## src/design/spd_pkg.sv

```systemverilog
package spd_pkg;

  // Table geometry and address layout
  localparam int ADDR_BITS    = 40;
  localparam int PAGE_BITS    = 12;
  localparam int UP_ENTRIES   = 8;
  localparam int DOWN_ENTRIES = 8;
  localparam int UP_IW        = (UP_ENTRIES > 1) ? $clog2(UP_ENTRIES) : 1;
  localparam int DN_IW        = (DOWN_ENTRIES > 1) ? $clog2(DOWN_ENTRIES) : 1;
  localparam int LS_W         = 4;
  localparam int LS_RESET     = 6;

  // Configuration port
  localparam int APB_AW   = 3;
  localparam int APB_DW   = 32;
  localparam logic REG_LINE_SHIFT = 1'b0;

  typedef enum logic [0:0] {
    ST_IDLE,
    ST_DECIDE
  } spd_state_e;

  // Controller to datapath
  typedef struct packed {
    logic capture;
    logic commit;
  } spd_cmd_t;

  // Datapath to controller
  typedef struct packed {
    logic out_free;
  } spd_status_t;

  // True when line number hi is exactly one above line number lo
  function automatic logic line_next(logic [ADDR_BITS-1:0] hi, logic [ADDR_BITS-1:0] lo);
    return (hi != '0) && ((hi - ADDR_BITS'(1)) == lo);
  endfunction

endpackage

```

## src/design/spd_ctrl.sv

```systemverilog
module spd_ctrl import spd_pkg::*; (
  input  logic        clk_i,
  input  logic        rst_ni,
  input  logic        in_valid_i,
  output logic        in_stall_o,
  input  spd_status_t status_i,
  output spd_cmd_t    cmd_o
);

  spd_state_e state_q, state_d;

  // Next state
  always_comb begin
    state_d = state_q;
    case (state_q)
      ST_IDLE: begin
        if (in_valid_i) state_d = ST_DECIDE;
      end
      ST_DECIDE: begin
        if (status_i.out_free) state_d = ST_IDLE;
      end
      default: state_d = ST_IDLE;
    endcase
  end

  // Outputs
  always_comb begin
    cmd_o.capture = 1'b0;
    cmd_o.commit  = 1'b0;
    in_stall_o    = 1'b1;
    case (state_q)
      ST_IDLE: begin
        in_stall_o    = 1'b0;
        cmd_o.capture = in_valid_i;
      end
      ST_DECIDE: begin
        cmd_o.commit = status_i.out_free;
      end
      default: in_stall_o = 1'b1;
    endcase
  end

  always_ff @(posedge clk_i or negedge rst_ni) begin
    if (!rst_ni) begin
      state_q <= ST_IDLE;
    end else begin
      state_q <= state_d;
    end
  end

endmodule

```

## src/design/spd_datapath.sv

```systemverilog
module spd_datapath import spd_pkg::*; (
  input  logic                 clk_i,
  input  logic                 rst_ni,
  input  spd_cmd_t             cmd_i,
  output spd_status_t          status_o,
  input  logic [LS_W-1:0]      line_shift_i,
  input  logic [ADDR_BITS-1:0] access_addr_i,
  input  logic                 out_stall_i,
  output logic                 out_valid_o,
  output logic                 prefetch_valid_o,
  output logic [ADDR_BITS-1:0] prefetch_addr_o
);

  // Tables
  logic [ADDR_BITS-1:0] up_last_q  [UP_ENTRIES];
  logic [UP_IW-1:0]     up_order_q [UP_ENTRIES];
  logic [UP_IW-1:0]     up_order_d [UP_ENTRIES];
  logic [ADDR_BITS-1:0] dn_last_q  [DOWN_ENTRIES];
  logic [DN_IW-1:0]     dn_order_q [DOWN_ENTRIES];
  logic [DN_IW-1:0]     dn_order_d [DOWN_ENTRIES];

  // Search results of the captured item
  logic [ADDR_BITS-1:0] addr_q;
  logic                 up_hit_q, up_hit_d, dn_hit_q, dn_hit_d;
  logic [UP_IW-1:0]     up_pos_q, up_pos_d, up_ent_q, up_ent_d;
  logic [DN_IW-1:0]     dn_pos_q, dn_pos_d, dn_ent_q, dn_ent_d;
  logic [ADDR_BITS-1:0] up_haddr_q, up_haddr_d, dn_haddr_q, dn_haddr_d;
  logic [UP_ENTRIES-1:0]   up_pm;
  logic [DOWN_ENTRIES-1:0] dn_pm;

  // Output register
  logic                 out_valid_q, pf_valid_q;
  logic [ADDR_BITS-1:0] pf_addr_q;

  // Decision
  logic [ADDR_BITS-1:0] la, up_lb, dn_lb, line_inc;
  logic                 up_step, dn_step, maybe_up, maybe_down;
  logic                 up_upd_en, dn_upd_en;
  logic [UP_IW-1:0]     up_upd_pos, up_wr_ent;
  logic [DN_IW-1:0]     dn_upd_pos, dn_wr_ent;
  logic                 pf_valid_d;
  logic [ADDR_BITS-1:0] pf_addr_d;

  // Page compare against every entry, then pick the MRU match
  always_comb begin
    for (int e = 0; e < UP_ENTRIES; e++) begin
      up_pm[e] = (up_last_q[e][ADDR_BITS-1:PAGE_BITS] == access_addr_i[ADDR_BITS-1:PAGE_BITS]);
    end
    for (int e = 0; e < DOWN_ENTRIES; e++) begin
      dn_pm[e] = (dn_last_q[e][ADDR_BITS-1:PAGE_BITS] == access_addr_i[ADDR_BITS-1:PAGE_BITS]);
    end
    up_hit_d = 1'b0;
    up_pos_d = '0;
    up_ent_d = '0;
    for (int p = UP_ENTRIES - 1; p >= 0; p--) begin
      if (up_pm[up_order_q[p]]) begin
        up_hit_d = 1'b1;
        up_pos_d = UP_IW'(p);
        up_ent_d = up_order_q[p];
      end
    end
    dn_hit_d = 1'b0;
    dn_pos_d = '0;
    dn_ent_d = '0;
    for (int p = DOWN_ENTRIES - 1; p >= 0; p--) begin
      if (dn_pm[dn_order_q[p]]) begin
        dn_hit_d = 1'b1;
        dn_pos_d = DN_IW'(p);
        dn_ent_d = dn_order_q[p];
      end
    end
    up_haddr_d = '0;
    for (int e = 0; e < UP_ENTRIES; e++) begin
      if (up_ent_d == UP_IW'(e)) up_haddr_d = up_last_q[e];
    end
    dn_haddr_d = '0;
    for (int e = 0; e < DOWN_ENTRIES; e++) begin
      if (dn_ent_d == DN_IW'(e)) dn_haddr_d = dn_last_q[e];
    end
  end

  // Hold the item and its search result
  always_ff @(posedge clk_i) begin
    if (cmd_i.capture) begin
      addr_q     <= access_addr_i;
      up_hit_q   <= up_hit_d;
      up_pos_q   <= up_pos_d;
      up_ent_q   <= up_ent_d;
      up_haddr_q <= up_haddr_d;
      dn_hit_q   <= dn_hit_d;
      dn_pos_q   <= dn_pos_d;
      dn_ent_q   <= dn_ent_d;
      dn_haddr_q <= dn_haddr_d;
    end
  end

  // Line steps and replacement choice
  always_comb begin
    la         = addr_q >> line_shift_i;
    up_lb      = up_haddr_q >> line_shift_i;
    dn_lb      = dn_haddr_q >> line_shift_i;
    line_inc   = ADDR_BITS'(1) << line_shift_i;
    up_step    = up_hit_q && line_next(la, up_lb);
    maybe_down = up_hit_q && line_next(up_lb, la);
    dn_step    = !up_step && dn_hit_q && line_next(dn_lb, la);
    maybe_up   = dn_hit_q && line_next(la, dn_lb);
    up_upd_en  = 1'b0;
    dn_upd_en  = 1'b0;
    up_upd_pos = UP_IW'(UP_ENTRIES - 1);
    dn_upd_pos = DN_IW'(DOWN_ENTRIES - 1);
    up_wr_ent  = up_order_q[UP_ENTRIES - 1];
    dn_wr_ent  = dn_order_q[DOWN_ENTRIES - 1];
    pf_valid_d = 1'b0;
    pf_addr_d  = '0;
    if (up_step) begin
      up_upd_en  = 1'b1;
      up_upd_pos = up_pos_q;
      up_wr_ent  = up_ent_q;
      pf_valid_d = 1'b1;
      pf_addr_d  = addr_q + line_inc;
    end else if (dn_step) begin
      dn_upd_en  = 1'b1;
      dn_upd_pos = dn_pos_q;
      dn_wr_ent  = dn_ent_q;
      pf_valid_d = 1'b1;
      pf_addr_d  = addr_q - line_inc;
    end else if (!up_hit_q && (!dn_hit_q || maybe_up)) begin
      up_upd_en = 1'b1;
    end else if (!dn_hit_q && maybe_down) begin
      dn_upd_en = 1'b1;
    end
  end

  // Move the touched entry to the MRU position
  always_comb begin
    for (int k = 0; k < UP_ENTRIES; k++) begin
      if (k == 0) begin
        up_order_d[k] = up_wr_ent;
      end else if (UP_IW'(k) <= up_upd_pos) begin
        up_order_d[k] = up_order_q[k-1];
      end else begin
        up_order_d[k] = up_order_q[k];
      end
    end
    for (int k = 0; k < DOWN_ENTRIES; k++) begin
      if (k == 0) begin
        dn_order_d[k] = dn_wr_ent;
      end else if (DN_IW'(k) <= dn_upd_pos) begin
        dn_order_d[k] = dn_order_q[k-1];
      end else begin
        dn_order_d[k] = dn_order_q[k];
      end
    end
  end

  // Table update
  always_ff @(posedge clk_i or negedge rst_ni) begin
    if (!rst_ni) begin
      for (int e = 0; e < UP_ENTRIES; e++) begin
        up_last_q[e]  <= '0;
        up_order_q[e] <= UP_IW'(e);
      end
      for (int e = 0; e < DOWN_ENTRIES; e++) begin
        dn_last_q[e]  <= '0;
        dn_order_q[e] <= DN_IW'(e);
      end
    end else if (cmd_i.commit) begin
      if (up_upd_en) begin
        up_order_q <= up_order_d;
        for (int e = 0; e < UP_ENTRIES; e++) begin
          if (up_wr_ent == UP_IW'(e)) up_last_q[e] <= addr_q;
        end
      end
      if (dn_upd_en) begin
        dn_order_q <= dn_order_d;
        for (int e = 0; e < DOWN_ENTRIES; e++) begin
          if (dn_wr_ent == DN_IW'(e)) dn_last_q[e] <= addr_q;
        end
      end
    end
  end

  // Output register: load on commit, drop when taken
  always_ff @(posedge clk_i or negedge rst_ni) begin
    if (!rst_ni) begin
      out_valid_q <= 1'b0;
    end else if (cmd_i.commit) begin
      out_valid_q <= 1'b1;
    end else if (!out_stall_i) begin
      out_valid_q <= 1'b0;
    end
  end

  always_ff @(posedge clk_i) begin
    if (cmd_i.commit) begin
      pf_valid_q <= pf_valid_d;
      pf_addr_q  <= pf_addr_d;
    end
  end

  assign status_o.out_free = !out_valid_q || !out_stall_i;
  assign out_valid_o       = out_valid_q;
  assign prefetch_valid_o  = pf_valid_q;
  assign prefetch_addr_o   = pf_addr_q;

  // Checks
  a_one_table: assert property (@(posedge clk_i) disable iff (!rst_ni)
    cmd_i.commit |-> !(up_upd_en && dn_upd_en))
    else $error("both tables updated by one item");

  a_up_mru: assert property (@(posedge clk_i) disable iff (!rst_ni)
    (cmd_i.commit && up_upd_en) |=> (up_order_q[0] == $past(up_wr_ent)))
    else $error("updated upward entry is not MRU");

  a_dn_mru: assert property (@(posedge clk_i) disable iff (!rst_ni)
    (cmd_i.commit && dn_upd_en) |=> (dn_order_q[0] == $past(dn_wr_ent)))
    else $error("updated downward entry is not MRU");

  a_zero_addr: assert property (@(posedge clk_i) disable iff (!rst_ni)
    (cmd_i.commit && !pf_valid_d) |=> (out_valid_q && pf_addr_q == '0))
    else $error("no-prefetch item carries a nonzero address");

endmodule

```

## src/design/stream_prefetch_detector.sv

```systemverilog
// Stream prefetch detector. Each item carries one demand access address; the block answers
// with exactly one result item, prefetch_valid_o with the next line above (upward stream)
// or below (downward stream) in prefetch_addr_o, or prefetch_valid_o low and a zero
// address. Two 8-entry fully associative LRU tables track the last address per 4 KiB page.
// For each item, the page compare against both tables is done and registered in the accept
// cycle; the line-step check, table/LRU update and result load happen in the decide state,
// once the output register is free. A new item is accepted in the cycle after that result
// is loaded into the output register, so a stalled result holds the block only once a second
// result is ready. The line size is set by the line_shift register at address 0 (reset 6,
// 64-byte lines); write it only while the block is idle.
module stream_prefetch_detector import spd_pkg::*; (
  input  logic                 clk_i,
  input  logic                 rst_ni,
  input  logic                 in_valid_i,
  output logic                 in_stall_o,
  input  logic [ADDR_BITS-1:0] access_addr_i,
  output logic                 out_valid_o,
  input  logic                 out_stall_i,
  output logic                 prefetch_valid_o,
  output logic [ADDR_BITS-1:0] prefetch_addr_o,
  input  logic                 psel,
  input  logic                 penable,
  input  logic                 pwrite,
  input  logic [APB_AW-1:0]    paddr,
  input  logic [APB_DW-1:0]    pwdata,
  output logic [APB_DW-1:0]    prdata,
  output logic                 pready
);

  logic [LS_W-1:0] line_shift_q;
  spd_cmd_t        cmd;
  spd_status_t     status;

  // Configuration register
  always_ff @(posedge clk_i or negedge rst_ni) begin
    if (!rst_ni) begin
      line_shift_q <= LS_W'(LS_RESET);
    end else if (psel && penable && pwrite && (paddr[2] == REG_LINE_SHIFT)) begin
      line_shift_q <= pwdata[LS_W-1:0];
    end
  end

  assign pready = 1'b1;
  assign prdata = (paddr[2] == REG_LINE_SHIFT) ? {{(APB_DW-LS_W){1'b0}}, line_shift_q} : '0;

  spd_ctrl u_ctrl (
    .clk_i      (clk_i),
    .rst_ni     (rst_ni),
    .in_valid_i (in_valid_i),
    .in_stall_o (in_stall_o),
    .status_i   (status),
    .cmd_o      (cmd)
  );

  spd_datapath u_datapath (
    .clk_i            (clk_i),
    .rst_ni           (rst_ni),
    .cmd_i            (cmd),
    .status_o         (status),
    .line_shift_i     (line_shift_q),
    .access_addr_i    (access_addr_i),
    .out_stall_i      (out_stall_i),
    .out_valid_o      (out_valid_o),
    .prefetch_valid_o (prefetch_valid_o),
    .prefetch_addr_o  (prefetch_addr_o)
  );

endmodule
```

## config.mk

```make
export PLATFORM = sky130hd
export DESIGN_NAME = stream_prefetch_detector
export DESIGN_NICKNAME = d
export VERILOG_FILES = /design/src/design/spd_pkg.sv /design/src/design/spd_ctrl.sv /design/src/design/spd_datapath.sv /design/src/design/stream_prefetch_detector.sv
export SDC_FILE = /design/constraint.sdc
export NUM_CORES = 2
export LEC_CHECK = 0
export ABC_CLOCK_PERIOD_IN_PS = 7800
export BUFFER_PORTS_ARGS = -buffer_cell sky130_fd_sc_hd__buf_2
export CAP_MARGIN = 25
export CORE_MARGIN = 5
export CORE_UTILIZATION = 40
export DETAILED_ROUTE_END_ITERATION = 16
export GPL_ROUTABILITY_DRIVEN = 0
export PLACE_DENSITY = 0.63
export SYNTH_ARGS = -nofsm -noshare
export SYNTH_HDL_FRONTEND = slang
export SYNTH_SLANG_ARGS = --single-unit
```

## constraint.sdc

```tcl
create_clock -name clk_i -period 7.8 [get_ports clk_i]
set_clock_uncertainty 0.05 [all_clocks]
set_input_delay 1.56 -clock clk_i [delete_from_list [all_inputs] [get_ports clk_i]]
set_output_delay 1.56 -clock clk_i [all_outputs]
set_load 0.01 [all_outputs]
```

======== After elaboration in Yosys (flattened, before gate mapping) ========
Cells that the tools add are included.
word-level totals
  register bits ........................... 869
  latch bits .............................. 0
  bits in writable memories ............... 0
  memory bits (read-only) ................. 0
  output and inout port bits .............. 76
  word-level logic and storage cells ...... 311
  memories ................................ 0
cells by class
  add/sub/neg operators ................... 5
  $mul .................................... 0
  div/mod/pow operators ................... 0
  magnitude comparators ................... 30
  eq/ne operators ......................... 49
  shift-type cells ........................ 4
  mux-type cells .......................... 105
  bitwise operators ....................... 2
  reduce and logical (&&, ||, !) cells .... 66
operators with widths
  kind                   number
  $mux 40                18
  $eq 28x28->1           16
  $eq 40x40->1           4
  $reduce_bool 40->1     3
  $shr 40x4->40          3
  $sub 40x1->40 const B  3
  $mux 3                 30
  $reduce_and 3->1       30
  $lt 3x4->1 const B     16
  $bmux 1 s3             16
  $eq 3x3->1 const B     16
  $add 40x40->40         1
  $shl 1x4->40 const A   1
  $sub 40x40->40         1
  $mux 1                 35
  $eq 3x2->1 const B     8
  $le 3x3->1 const A     8
  $logic_and 1x1->1      14
  $reduce_or 7->1        2
  $eq 3x1->1 const B     4
  $le 2x3->1 const A     4
  $logic_not 3->1        4
  $mux 2                 4
  $reduce_or 4->1        2
  9 further kinds        18

======== Depth between registers and ports, before layout ========
  depth after elaboration ................. 20
  mapped depth ............................ 29
  mapped depth without buffers ............ 18

======== Modules after synthesis ========
Synthesis repeated with hierarchy kept, for this count alone.
second synthesis, totals
  cells, all modules ...................... 6110
  area, all modules ....................... 63911.3 µm²
by module, submodules not included
  module                    instances  cells each  area each (µm²)
  spd_datapath              1          6061        63427.1
  stream_prefetch_detector  1          44          431.7
  spd_ctrl                  1          5           52.6

======== Least setup slack after synthesis ========
Ideal clock, no wire load.
  kind .................................... in2reg
  start point ............................. in in_valid_i
  end point ............................... reg u_datapath.addr_q[0] (enable)
  setup time .............................. 643 ps
  data arrival time ....................... 7364 ps
  data required time ...................... 7107 ps
  setup slack ............................. -257 ps
  stages .................................. 1
  buffers on the path ..................... 0
  path through ............................ nor2b_1
on the way
  cells in the longest elaborated chain, start to end .. 1
RTL lines
  element                 line                            RTL
  start: declaration      stream_prefetch_detector.sv:14  input logic in_valid_i,
  $mux 1                  spd_ctrl.sv:31                  case (state_q)
  end signal: assignment  spd_datapath.sv:85              addr_q <= access_addr_i;
  end: declaration        spd_datapath.sv:23              logic [ADDR_BITS-1:0] addr_q;
Every way passes these cells.
A chain may end at the register's enable or synchronous reset.

======== Worst setup path in the final report ========
  start point ............................. reg line_shift_q[1]
  end point ............................... reg u_datapath.dn_order_q[15] (netlist name)
on the way
  cells in the longest elaborated chain, start to end .. 12
  elaborated cells on any way between the ends .. 34
RTL lines
  element                              line                            RTL
  start: declaration                   stream_prefetch_detector.sv:30  logic [LS_W-1:0] line_shift_q;
  start signal: assignment             stream_prefetch_detector.sv:37  line_shift_q <= LS_W'(LS_RESET);
  start signal: assignment             stream_prefetch_detector.sv:39  line_shift_q <= pwdata[LS_W-1:0];
  $shr 40x4->40                        spd_datapath.sv:99              la = addr_q >> line_shift_i;
  $sub 40x1->40                        spd_pkg.sv:36                   return (hi != '0) && ((hi - ADDR_BITS'(1)) == lo);
  $eq 40x40->1                         spd_pkg.sv:36
  $logic_and 1x1->1                    spd_pkg.sv:36
  $logic_and 1x1->1                    spd_datapath.sv:103             up_step = up_hit_q && line_next(la, up_lb);
  $logic_not 1->1                      spd_datapath.sv:105             dn_step = !up_step && dn_hit_q && line_next(dn_lb, la);
  $logic_and 1x1->1 (2 in series)      spd_datapath.sv:105
  $mux 3                               spd_datapath.sv:121             end else if (dn_step) begin
  $mux 3                               spd_datapath.sv:115             if (up_step) begin
  $le 2x3->1                           spd_datapath.sv:148             end else if (DN_IW'(k) <= dn_upd_pos) begin
  $reduce_and 3->1 (no source line) *  n/a
  end signal: indexed assignment       spd_datapath.sv:165             dn_order_q[e] <= DN_IW'(e);
  end signal: assignment               spd_datapath.sv:175             dn_order_q <= dn_order_d;
  end: declaration                     spd_datapath.sv:19              logic [DN_IW-1:0] dn_order_q [DOWN_ENTRIES];
Every way passes the cells marked *; elsewhere a longest branch is shown, timed or not.

==> impl_metrics.py <==
metrics = {
    "setup_path": {
        "slowest_delay_ns": 1.06,
        "crit_type": "reg2reg",
        "rrSetupSlack_ns": 0.10,
        "rr_worst_depth": 15,
        "critPathRequiredTime_ns": 8.33,
        "cp-startpoint": "line_shift_q[1]",
        "cp_max_fo": 52,
        "arrival_ns": 8.23,
        "crit_family": "simple AND/OR/NAND/NOR gates",
        "crit_path_end_kind": "flop",
        "start_kind": "flop",
        "path_cells": "buf_4 > mux2i_1 > mux2i_1 > o32a_1 > nor3_1 > o2111ai_1 > nor4_1 > buf_4 > xnor2_1 > nand4_1 > or4_1 > or3_1 > o21a_2 > a311oi_2 > mux2_2",
        "cp.buffers_inverters": 2,
        "r2r-start": "line_shift_q[1]",
        "slowest_stage": "dfstp_4",
        "r2r-end": "u_datapath.dn_order_q[15]",
    },
    "grt": {
        "use_met2_pct": 40.3,
        "overflow": 0,
        "grt_pass1_vias": 49000,
        "busiest_layer": "met2",
        "grt_use_met3_pct": 7.20,
        "antenna_found_initial": 25,
        "grt_pass1_wl_um": 334000,
        "grt_max_degree": 162,
        "track_usage_pct": 27.1,
        "grt_use_met1_pct": 36.3,
    },
    "timing": {
        "fin_crit_ns": 7.70,
        "slew_viol_final": 0,
        "hold_violations": 0,
        "grt_setup_unrepaired": "no",
        "setup_tns_ns": 0,
        "holdWs_ns": 0.434,
        "relSlewSlack_pct": 29.8,
        "fmax_mhz": 130,
        "fin_crit_sh_pct": 98.7,
        "setup_viol": 0,
        "tightest_slew_ns": 1.05,
    },
    "finish": {
        "mostFrequentLayoutCells": "mux2_2, dfrtp_1, xnor2_1",
        "nFillCells": 14300,
        "num-nets-final": 5935,
        "areaGrowthSynthToFinish_pct": 10.8,
        "ff_latch_area_mm2": 0.0227,
        "layout_commonest_cell": "mux2_2",
        "design_area_mm2": 0.0686,
        "final_core_util_pct": 44.5,
        "stdcell_count": 7951,
        "multi_input_area_mm2": 0.0368,
        "drive_gt1_share_pct": 25.6,
    },
    "clocking": {
        "path_clk_slew_ns": 0.06,
        "root_buffer": "clkbuf_16",
        "cts_tree": "built",
        "clk_latency_ns": 0.70,
        "cts_buffers": 93,
        "h-tree-depth": 3,
        "hold_buffers": 0,
        "cts_sinks": 869,
        "cts_buffer_depth": 3,
    },
    "route": {
        "drcViolationCount": 0,
        "drt_iter0_drc": 6801,
        "num_vias": 51000,
        "vias_per_cell": 6.42,
        "wl_per_cell_um": 28.8,
        "routed_wl_um": 229000,
        "postRouteAntennaNets": 0,
        "first_pass_iters": 6,
    },
    "floorplanning": {
        "row_count": 144,
        "io_pins": 158,
        "core_mm2": 0.154,
        "start_util_pct": 40.2,
        "die-area_mm2": 0.163,
        "die_w_um": 404,
        "fp.dieH_um": 404,
    },
    "hold_path": {
        "holdCritStartpoint": "u_datapath.dn_last_q[288]",
        "hold_depth": 1,
        "hold_end": "u_datapath.dn_last_q[288]",
        "hold_path_class": "reg2reg",
    },
    "pwr": {
        "p_leak_nw": 28.7,
        "ir_drop_v": 0.000173,
        "power.density_mw_per_mm2": 296,
    },
    "placed_design": {
        "placed_cell_area_mm2": 0.0655,
        "hpwlAfterDp_um": 164000,
        "port_buffers": 98,
        "dp_cells": 7764,
    },
    "synth": {
        "syn_inst": 5823,
        "synth_cell_type_count": 114,
        "yosysWarnings": 0,
        "synth-edff-count": 175,
        "netlist_area_mm2": 0.0619,
        "ys_seq_elements": 869,
        "async_flop_share_pct": 79.9,
        "ys.flop_type": "dfrtp_1",
        "yosysSeqAreaShare_pct": 36.6,
        "avgSynthCellArea_um2": 10.6,
    },
    "status": {
        "status": "completed",
    },
    "flow_run": {
        "maxCapViolCount": 0,
    },
}
state kept, by name, indices dropped and copies added (netlist names), 4 cells and up:
name / cells
u_datapath.dn_order_q: 24
u_datapath.prefetch_addr_o: 40
u_datapath.dn_last_q: 320
u_datapath.up_last_q: 320
u_datapath.up_haddr_q: 40
line_shift_q: 4
u_datapath.addr_q: 40
u_datapath.up_order_q: 24
u_datapath.dn_haddr_q: 40
metal layers:
metal,share of wire [%],wire length (µm)
met1,40,91900
met2,43,98300
met3,11,25200
met4,5.9,13600
met5,0.043,98
worst max-delay path by stage:
| stage | to | depth (start not counted) |
|---|---|---|
| floorplan | u_datapath.dn_order_q[15] | 25 |
| global placement | u_datapath.dn_order_q[17] | 14 |
| detailed placement | u_datapath.dn_order_q[15] | 14 |
| CTS | u_datapath.dn_order_q[15] | 14 |
| global route | u_datapath.dn_order_q[17] | 14 |
| finish | u_datapath.dn_order_q[15] | 15 |
area by class of cell:
| type | instances | share of cell area, % |
|---|---|---|
| diodes | 15 | 0.0547 |
| clock buffers | 139 | 4.08 |
| clock inverters | 32 | 0.427 |
| inverters | 85 | 0.478 |
| multi-input cells | 4381 | 53.6 |
| flip-flops and latches | 869 | 33.0 |
| well taps | 2044 | 3.73 |
| repair buffers | 386 | 4.62 |
Yosys cell counts, types with 35 or more instances:
master    count  share of area, %
nand3_1      93              0.75
nand2_1     407               2.5
a22oi_1      58              0.70
mux2_2      695                13
inv_1        82              0.50
nor4_1       85              0.86
o22ai_1      51              0.52
nor2_1      247               1.5
a32oi_1      38              0.54
and3_1       38              0.38
o211ai_1     92               1.1
buf_4        60              0.73
nand2b_1     46              0.46
xor2_1      209               3.0
mux2_1      122               2.2
clkbuf_1    265               1.6
nor3_1       92              0.74
dfrtp_1     668                27
mux4_2      142               5.2
o21ai_0     112              0.90
edfxtp_1    175               8.5
nand4_1     130               1.3
and2_1       47              0.47
xnor2_1     421               6.0
buf_1        40              0.24
a31oi_1      37              0.37
ha_1         35              0.71
a21oi_1     164               1.3
buf_2       119              0.96
mux2i_1     407               6.6
repair_timing:
item | CTS | global route
setup buffers | 0 | 0
resized for setup | 0 | 2
endpoints found under the setup margin | 0 | 435
logic make-up after synthesis:
kind of cell               count (synthesis)  synth area share (%)
muxes                                   1366                  26.6
other                                      2                0.0121
buffers and inverters                    600                  4.62
AOI/OAI and AO/OA                        972                  11.5
and+or+nand+nor                         1346                  11.0
adders and majority gates                 37                 0.772
DFF                                      869                  36.6
xor gates and xnor gates                 631                  8.94
metrics by stage:
stage          setup WS, ns  total power [W]
2_1_floorplan          1.32           0.0125
3_3_place_gp          0.398           0.0153
3_5_place_dp          0.228           0.0155
4_1_cts               0.179           0.0200
5_1_grt              0.0225           0.0211
6_report              0.100           0.0203
power by group:
part           leakage [nW]  switching [W]  internal (W)
registers              11.0       0.000998       0.00567
clock network          1.53        0.00193       0.00258
logic                  16.2        0.00550       0.00365
total                  28.7        0.00843        0.0119
No activity file was read; power rests on OpenSTA's default activity.
